**config.mk**
```make
export PLATFORM = sky130hd
export DESIGN_NAME = codepage_utf8_transcoder
export DESIGN_NICKNAME = d
export VERILOG_FILES = /design/src/sv/cpu8_pkg.sv /design/src/sv/codepage_utf8_transcoder.sv /design/src/sv/cpu8_ram.sv
export SDC_FILE = /design/constraint.sdc
export NUM_CORES = 2
export LEC_CHECK = 0
export BUFFER_PORTS_ARGS = -buffer_cell sky130_fd_sc_hd__buf_2
export CAP_MARGIN = 40
export CORE_UTILIZATION = 60
export CTS_BUF_LIST = sky130_fd_sc_hd__clkbuf_8 sky130_fd_sc_hd__clkbuf_16
export DETAILED_ROUTE_END_ITERATION = 8
export PLACE_DENSITY_LB_ADDON = 0.05
export SETUP_SLACK_MARGIN = 0.05
export SYNTH_ARGS = -nofsm -noshare
export SYNTH_HDL_FRONTEND = slang
export SYNTH_SLANG_ARGS = --single-unit
export TNS_END_PERCENT = 20
```
**constraint.sdc**
```tcl
create_clock -name clk -period 6.15 [get_ports clk]
set_input_delay 0.615 -clock clk [delete_from_list [all_inputs] [get_ports clk]]
set_output_delay 0.615 -clock clk [all_outputs]
set_load 0.03 [all_outputs]
```
**src/sv/cpu8_pkg.sv**
```systemverilog
// Shared types and constants for the code page to UTF-8 transcoder.
package cpu8_pkg;

    localparam int TABLE_DEPTH = 128;
    localparam int TABLE_AW    = 7;
    localparam int CODE_W      = 16;

    localparam logic [TABLE_AW-1:0] TABLE_TOP = 7'd127;

    localparam logic [1:0] REQ_LOAD   = 2'd0;
    localparam logic [1:0] REQ_ENCODE = 2'd1;
    localparam logic [1:0] REQ_DECODE = 2'd2;

    localparam logic [CODE_W-1:0] ASCII_LIMIT    = 16'h0080;
    localparam logic [CODE_W-1:0] TWO_BYTE_LIMIT = 16'h0800;
    localparam logic [7:0]        FILL_BYTE      = 8'h20;
    localparam logic [2:0]        LEAD2_MARK     = 3'b110;
    localparam logic [3:0]        LEAD3_MARK     = 4'b1110;
    localparam logic [1:0]        CONT_MARK      = 2'b10;

    typedef struct packed {
        logic [1:0]        req_type;
        logic [7:0]        data_byte;
        logic              string_last;
        logic [6:0]        table_index;
        logic [CODE_W-1:0] table_value;
    } req_t;

    typedef struct packed {
        logic [7:0] out_byte;
        logic       run_last;
    } rsp_t;

endpackage

```
**src/sv/codepage_utf8_transcoder.sv**
```systemverilog
// Top level of the code page to UTF-8 transcoder with its table lookup sequencer.
//
//   channel   direction   payload          handshake
//   req       in          cpu8_pkg::req_t  req_valid / req_stall
//   rsp       out         cpu8_pkg::rsp_t  rsp_valid / rsp_stall
//
// A load beat writes its table entry without leaving the idle state. An encode beat emits
// its result bytes one at a time, after a table read when the byte is 0x80 or above.
// A decode beat that completes a byte pair scans the table from the top entry down,
// one entry per cycle, before its results are emitted.
// Reset clears the sequencer, the held lead byte and the output valid flag; the table
// is not cleared. No new request beat is taken until the last result byte is in the output register.
module codepage_utf8_transcoder (
    input  logic           clk,
    input  logic           rst_n,
    input  logic           req_valid,
    output logic           req_stall,
    input  cpu8_pkg::req_t req,
    output logic           rsp_valid,
    input  logic           rsp_stall,
    output cpu8_pkg::rsp_t rsp
);

    localparam logic [1:0] S_IDLE = 2'd0;
    localparam logic [1:0] S_ENC  = 2'd1;
    localparam logic [1:0] S_SCAN = 2'd2;
    localparam logic [1:0] S_EMIT = 2'd3;

    logic [1:0] state_reg, state_next;
    logic       held_reg, held_next;
    logic [7:0] lead_reg, lead_next;
    logic       rsp_valid_reg, rsp_valid_next;
    logic [1:0] cnt_reg, cnt_next;

    cpu8_pkg::rsp_t rsp_reg, rsp_next;
    logic [2:0][7:0] obuf_reg, obuf_next;
    logic [cpu8_pkg::TABLE_AW-1:0] scan_reg, scan_next;
    logic [11:0] joined_reg, joined_next;
    logic [7:0]  byte_reg, byte_next;
    logic        last_reg, last_next;

    logic                          ram_we;
    logic [cpu8_pkg::TABLE_AW-1:0] ram_raddr;
    logic [cpu8_pkg::CODE_W-1:0]   ram_rdata;

    cpu8_ram #(
        .Width (cpu8_pkg::CODE_W),
        .Depth (cpu8_pkg::TABLE_DEPTH)
    ) u_table (
        .clk   (clk),
        .we    (ram_we),
        .waddr (req.table_index),
        .wdata (req.table_value),
        .raddr (ram_raddr),
        .rdata (ram_rdata)
    );

    assign req_stall = (state_reg != S_IDLE);
    assign rsp_valid = rsp_valid_reg;
    assign rsp       = rsp_reg;

    always_comb
    begin
        if (state_reg == S_SCAN)
        begin
            ram_raddr = scan_reg - 7'd1;
        end
        else if (req.req_type == cpu8_pkg::REQ_DECODE)
        begin
            ram_raddr = cpu8_pkg::TABLE_TOP;
        end
        else
        begin
            ram_raddr = req.data_byte[6:0];
        end
    end

    always_comb
    begin
        state_next     = state_reg;
        held_next      = held_reg;
        lead_next      = lead_reg;
        cnt_next       = cnt_reg;
        rsp_next       = rsp_reg;
        obuf_next      = obuf_reg;
        scan_next      = scan_reg;
        joined_next    = joined_reg;
        byte_next      = byte_reg;
        last_next      = last_reg;
        ram_we         = 1'b0;
        rsp_valid_next = rsp_valid_reg && rsp_stall;

        unique case (state_reg)
            S_IDLE:
            begin
                if (req_valid)
                begin
                    unique case (req.req_type)
                        cpu8_pkg::REQ_LOAD:
                        begin
                            ram_we = 1'b1;
                        end
                        cpu8_pkg::REQ_ENCODE:
                        begin
                            if (req.data_byte[7])
                            begin
                                state_next = S_ENC;
                            end
                            else
                            begin
                                obuf_next[0] = req.data_byte;
                                cnt_next     = 2'd1;
                                state_next   = S_EMIT;
                            end
                        end
                        cpu8_pkg::REQ_DECODE:
                        begin
                            if (held_reg)
                            begin
                                joined_next = {lead_reg[5:0], req.data_byte[5:0]};
                                byte_next   = req.data_byte;
                                last_next   = req.string_last;
                                held_next   = 1'b0;
                                lead_next   = 8'd0;
                                scan_next   = cpu8_pkg::TABLE_TOP;
                                state_next  = S_SCAN;
                            end
                            else if (!req.data_byte[7])
                            begin
                                obuf_next[0] = req.data_byte;
                                cnt_next     = 2'd1;
                                state_next   = S_EMIT;
                            end
                            else if (req.string_last)
                            begin
                                obuf_next[0] = cpu8_pkg::FILL_BYTE;
                                cnt_next     = 2'd1;
                                state_next   = S_EMIT;
                            end
                            else
                            begin
                                held_next = 1'b1;
                                lead_next = req.data_byte;
                            end
                        end
                        default:
                        begin
                        end
                    endcase
                end
            end
            S_ENC:
            begin
                if (ram_rdata < cpu8_pkg::ASCII_LIMIT)
                begin
                    obuf_next[0] = ram_rdata[7:0];
                    cnt_next     = 2'd1;
                end
                else if (ram_rdata < cpu8_pkg::TWO_BYTE_LIMIT)
                begin
                    obuf_next[0] = {cpu8_pkg::LEAD2_MARK, ram_rdata[10:6]};
                    obuf_next[1] = {cpu8_pkg::CONT_MARK, ram_rdata[5:0]};
                    cnt_next     = 2'd2;
                end
                else
                begin
                    obuf_next[0] = {cpu8_pkg::LEAD3_MARK, ram_rdata[15:12]};
                    obuf_next[1] = {cpu8_pkg::CONT_MARK, ram_rdata[11:6]};
                    obuf_next[2] = {cpu8_pkg::CONT_MARK, ram_rdata[5:0]};
                    cnt_next     = 2'd3;
                end
                state_next = S_EMIT;
            end
            S_SCAN:
            begin
                if (ram_rdata == {4'd0, joined_reg})
                begin
                    obuf_next[0] = {1'b1, scan_reg};
                    cnt_next     = 2'd1;
                    state_next   = S_EMIT;
                end
                else if (scan_reg == '0)
                begin
                    // No entry matched: the lead becomes a space and the new byte starts over.
                    obuf_next[0] = cpu8_pkg::FILL_BYTE;
                    state_next   = S_EMIT;
                    if (!byte_reg[7])
                    begin
                        obuf_next[1] = byte_reg;
                        cnt_next     = 2'd2;
                    end
                    else if (last_reg)
                    begin
                        obuf_next[1] = cpu8_pkg::FILL_BYTE;
                        cnt_next     = 2'd2;
                    end
                    else
                    begin
                        cnt_next  = 2'd1;
                        held_next = 1'b1;
                        lead_next = byte_reg;
                    end
                end
                else
                begin
                    scan_next = scan_reg - 7'd1;
                end
            end
            S_EMIT:
            begin
                if (!rsp_valid_reg || !rsp_stall)
                begin
                    rsp_valid_next    = 1'b1;
                    rsp_next.out_byte = obuf_reg[0];
                    rsp_next.run_last = (cnt_reg == 2'd1);
                    obuf_next[0]      = obuf_reg[1];
                    obuf_next[1]      = obuf_reg[2];
                    cnt_next          = cnt_reg - 2'd1;
                    if (cnt_reg == 2'd1)
                    begin
                        state_next = S_IDLE;
                    end
                end
            end
            default:
            begin
                state_next = S_IDLE;
            end
        endcase
    end

    always_ff @(posedge clk or negedge rst_n)
    begin
        if (!rst_n)
        begin
            state_reg     <= S_IDLE;
            held_reg      <= 1'b0;
            lead_reg      <= 8'd0;
            rsp_valid_reg <= 1'b0;
            cnt_reg       <= 2'd0;
        end
        else
        begin
            state_reg     <= state_next;
            held_reg      <= held_next;
            lead_reg      <= lead_next;
            rsp_valid_reg <= rsp_valid_next;
            cnt_reg       <= cnt_next;
        end
    end

    always_ff @(posedge clk)
    begin
        rsp_reg    <= rsp_next;
        obuf_reg   <= obuf_next;
        scan_reg   <= scan_next;
        joined_reg <= joined_next;
        byte_reg   <= byte_next;
        last_reg   <= last_next;
    end

endmodule

```
**src/sv/cpu8_ram.sv**
```systemverilog
// Generic single-port-write, single-port-read RAM with a registered read.
module cpu8_ram #(
    parameter int Width = 16,
    parameter int Depth = 128
) (
    input  logic                     clk,
    input  logic                     we,
    input  logic [$clog2(Depth)-1:0] waddr,
    input  logic [Width-1:0]         wdata,
    input  logic [$clog2(Depth)-1:0] raddr,
    output logic [Width-1:0]         rdata
);

    logic [Width-1:0] mem [Depth];

    always_ff @(posedge clk)
    begin
        if (we)
        begin
            mem[waddr] <= wdata;
        end
        rdata <= mem[raddr];
    end

endmodule

```
==> run metrics <==
synth unique cells 84; Worst setup EP type flop; largest family of logic cells by synthesized area simple AND/OR/NAND/NOR gates; Main synth FF type edfxtp_1; Tmin final 4.876 ns; Synth Instances 6,320; Synth Area in Simple Gates 0.1426; CP required roughly 6.9 ns; sequential share of the synthesized area 0.7460; DP Worst Slack 1.378 ns; Worst Hold Class input port to flop; Slew Viols, Final 0; Max Freq around 210 MHz; leading cell types in the layout, fill and taps excluded edfxtp_1, nand2_1, nand3_1; maximum root-to-sink buffer count 3; Post-Place Cell Area roughly 0.089 sq mm; Worst-Margin Slew between 0.9 and 1 ns; area share of the largest cell type after synthesis 0.7388; fin nets 6,522; clock skew just under 0.03 ns; mux cell area share after synthesis 0.02795; Fin Setup TNS 0 ns; max FFs per register 2,048; Die Y between 300 and 400 um; CTS tree done; R2R Setup Slk 1.27 ns; gr usage total 0.3639; Crit Path Max Fanout 44; largest cells by area after synthesis edfxtp_1, nand2_1, nand3_1; RSZ-0062 raised after global routing no; CTS buffer count roughly 210; fin crit share 0.7928; EDFF count, synth about 2,100; metal1 wirelength approximately 100 mm; die area approximately 0.14 sq mm; complex-gate fraction of the synthesized area 0.05617; Vias/cell about 6.6; fin area around 0.095 sq mm; largest net degree at the start of global routing 108; Critical Path AT 5.60 ns; clk sinks approximately 2,100; layout cells sized above 1 0.1011; final hold violations 0; pwr/cell area between 400 and 500 mW/mm^2; outcome finished clean; initial DRC count 9,208; DPL Wire Length about 160 mm; Starting Density 0.6039; max layer used met5; num rows ~140; Post-route DRC 0; initial antenna violation count 13; first-pass GRT wire length 370.8 mm; commonest non-fill, non-tap cell in the layout edfxtp_1; Netlist Area Pre-Place ~0.085 sq mm; Avg Cell Area, Syn ~14 sq um; overall routed net length between 200 and 300 mm; htree depth 4; Worst setup SP type flop; vias in the first global route ~51,000; Post-synth ARST share 0.005636; Met3 Routed Length around 32 mm; Yosys warning total 0; core area about 0.14 sq mm; DR vias approximately 56,000; worst setup path category flop to flop; Post-Route Utilization 0.6748; Met2 Routed Length roughly 120 mm; max_slew headroom 0.3343; DRT Pass-1 Iters 6; grt ovf 0; area delta synth->final 11.74%; synthesized net count roughly 6,400; cts repair resizes 0; root buffer cell clkbuf_16; Max IR drop VDD approximately 280 uV; clock latency on the worst-skew pair roughly 0.84 ns; Synth Area in Adders 0.001172; die width between 300 and 400 um; I/O Buffers 48; setup violators final 0; Clock transition at path regs approximately 0.060 ns; RD Place Congestion ~0.95; Ports just under 50; wire per inst just over 30 um; Max-cap violations 0; Static Leak roughly 33 nW; synthesis-stage register bit count about 2,100; XOR/XNOR Fraction of Synth Area 0.001333; Antenna Nets Post-Route 0; Final WS setup 1.274 ns; cell accounting for the most synthesized area edfxtp_1
-- metrics by stage --
stage | power (W) | std cells | hold slack, ns
after global routing | 0.04169 | 8540 | 0.05274
final | 0.04045 | 8544 | 0.06870
after detailed placement | 0.02822 | 8150 | 0.4054
after CTS | 0.04026 | 8539 | 0.01044
after floorplan | 0.02376 | 6320 | 0.3194
after global placement | 0.02803 | 8108 | 0.4039
-- routing by layer --
layer / global-route usage / vias up
met2: 0.5421 / 3599
met1: 0.5222 / 27900
met4: 0.1585 / 14
met3: 0.07652 / 561
li1: - / 23910
met5: 0 / -
-- worst max-delay path: stages, from the launching register on --
cell      delay [ns]
dfrtp_1         0.40
inv_1           0.19
ha_4            0.51
and2_1          0.32
a21o_4          0.67
buf_4           0.55
mux2i_1         0.26
mux2i_1         0.09
mux2i_1         0.67
o221ai_1        0.28
a22o_1          0.38
a311o_1         0.31
-- final cells by class --
| type | instances | area, sq um |
|---|---|---|
| tap | 1890 | 2365 |
| sequential | 2129 | 63710 |
| multi-input combinational | 3776 | 19730 |
| timing repair buffer | 349 | 3060 |
| antenna | 5 | 12.51 |
| fill | 9946 | 45980 |
| clock inverter | 168 | 1157 |
| clock buffer | 215 | 5346 |
| inverter | 12 | 45.04 |
-- path summary, 6_finish.rpt --
check / to / from / cells after the start
min in group asynchronous: lead_reg[2] / rst_n / 2
max in group asynchronous: lead_reg[0] / rst_n / 2
hold reg to reg: rsp[2] / obuf_reg[1] / 0
setup / recovery: u_table.rdata[3] / state_reg[0] / 11
hold / removal: rsp_valid / rsp_stall / 3
setup reg to reg: u_table.rdata[3] / state_reg[0] / 11
-- kinds of logic after synthesis --
logic type,after synthesis
AND/OR/NAND/NOR,2829
flip-flops,2129
AO/OA/AOI/OAI,689
buffers and inverters,415
multiplexers,237
XOR/XNOR,13
adder cells (fa/ha/maj),8
-- cell usage after synthesis, types with 6 or more instances --
library cell,number
nand2_1,1698
a21oi_1,139
a221oi_1,18
o22ai_1,17
nor3_1,15
nand4_1,47
a22oi_1,29
a211oi_1,42
buf_6,7
o31ai_1,11
edfxtp_1,2101
buf_4,58
a2111oi_0,17
ha_1,8
buf_1,22
or4_1,9
xnor2_1,6
clkbuf_1,85
a311oi_1,38
nor2b_1,7
o311a_1,30
o21ai_0,84
nor4_1,10
dfrtp_1,12
a31oi_1,128
a32oi_1,57
dfxtp_1,16
mux2_2,12
inv_1,12
o2111ai_1,6
nand3_1,734
xor2_1,7
o211ai_1,13
o221ai_1,9
nor2_1,170
mux2i_1,225
and2_1,9
and3_1,90
buf_2,231
-- where the power goes --
part           internal [W]  switching [W]
Combinational       0.00327        0.00842
Clock               0.00684        0.00538
Sequential           0.0162       0.000309
Total                0.0263         0.0141
-- repair_timing --
action,CTS,global route
endpoints found under the hold margin,17,0
hold buffers,6,0
buffers inserted,0,0
Power figures use the tool's default switching activity.
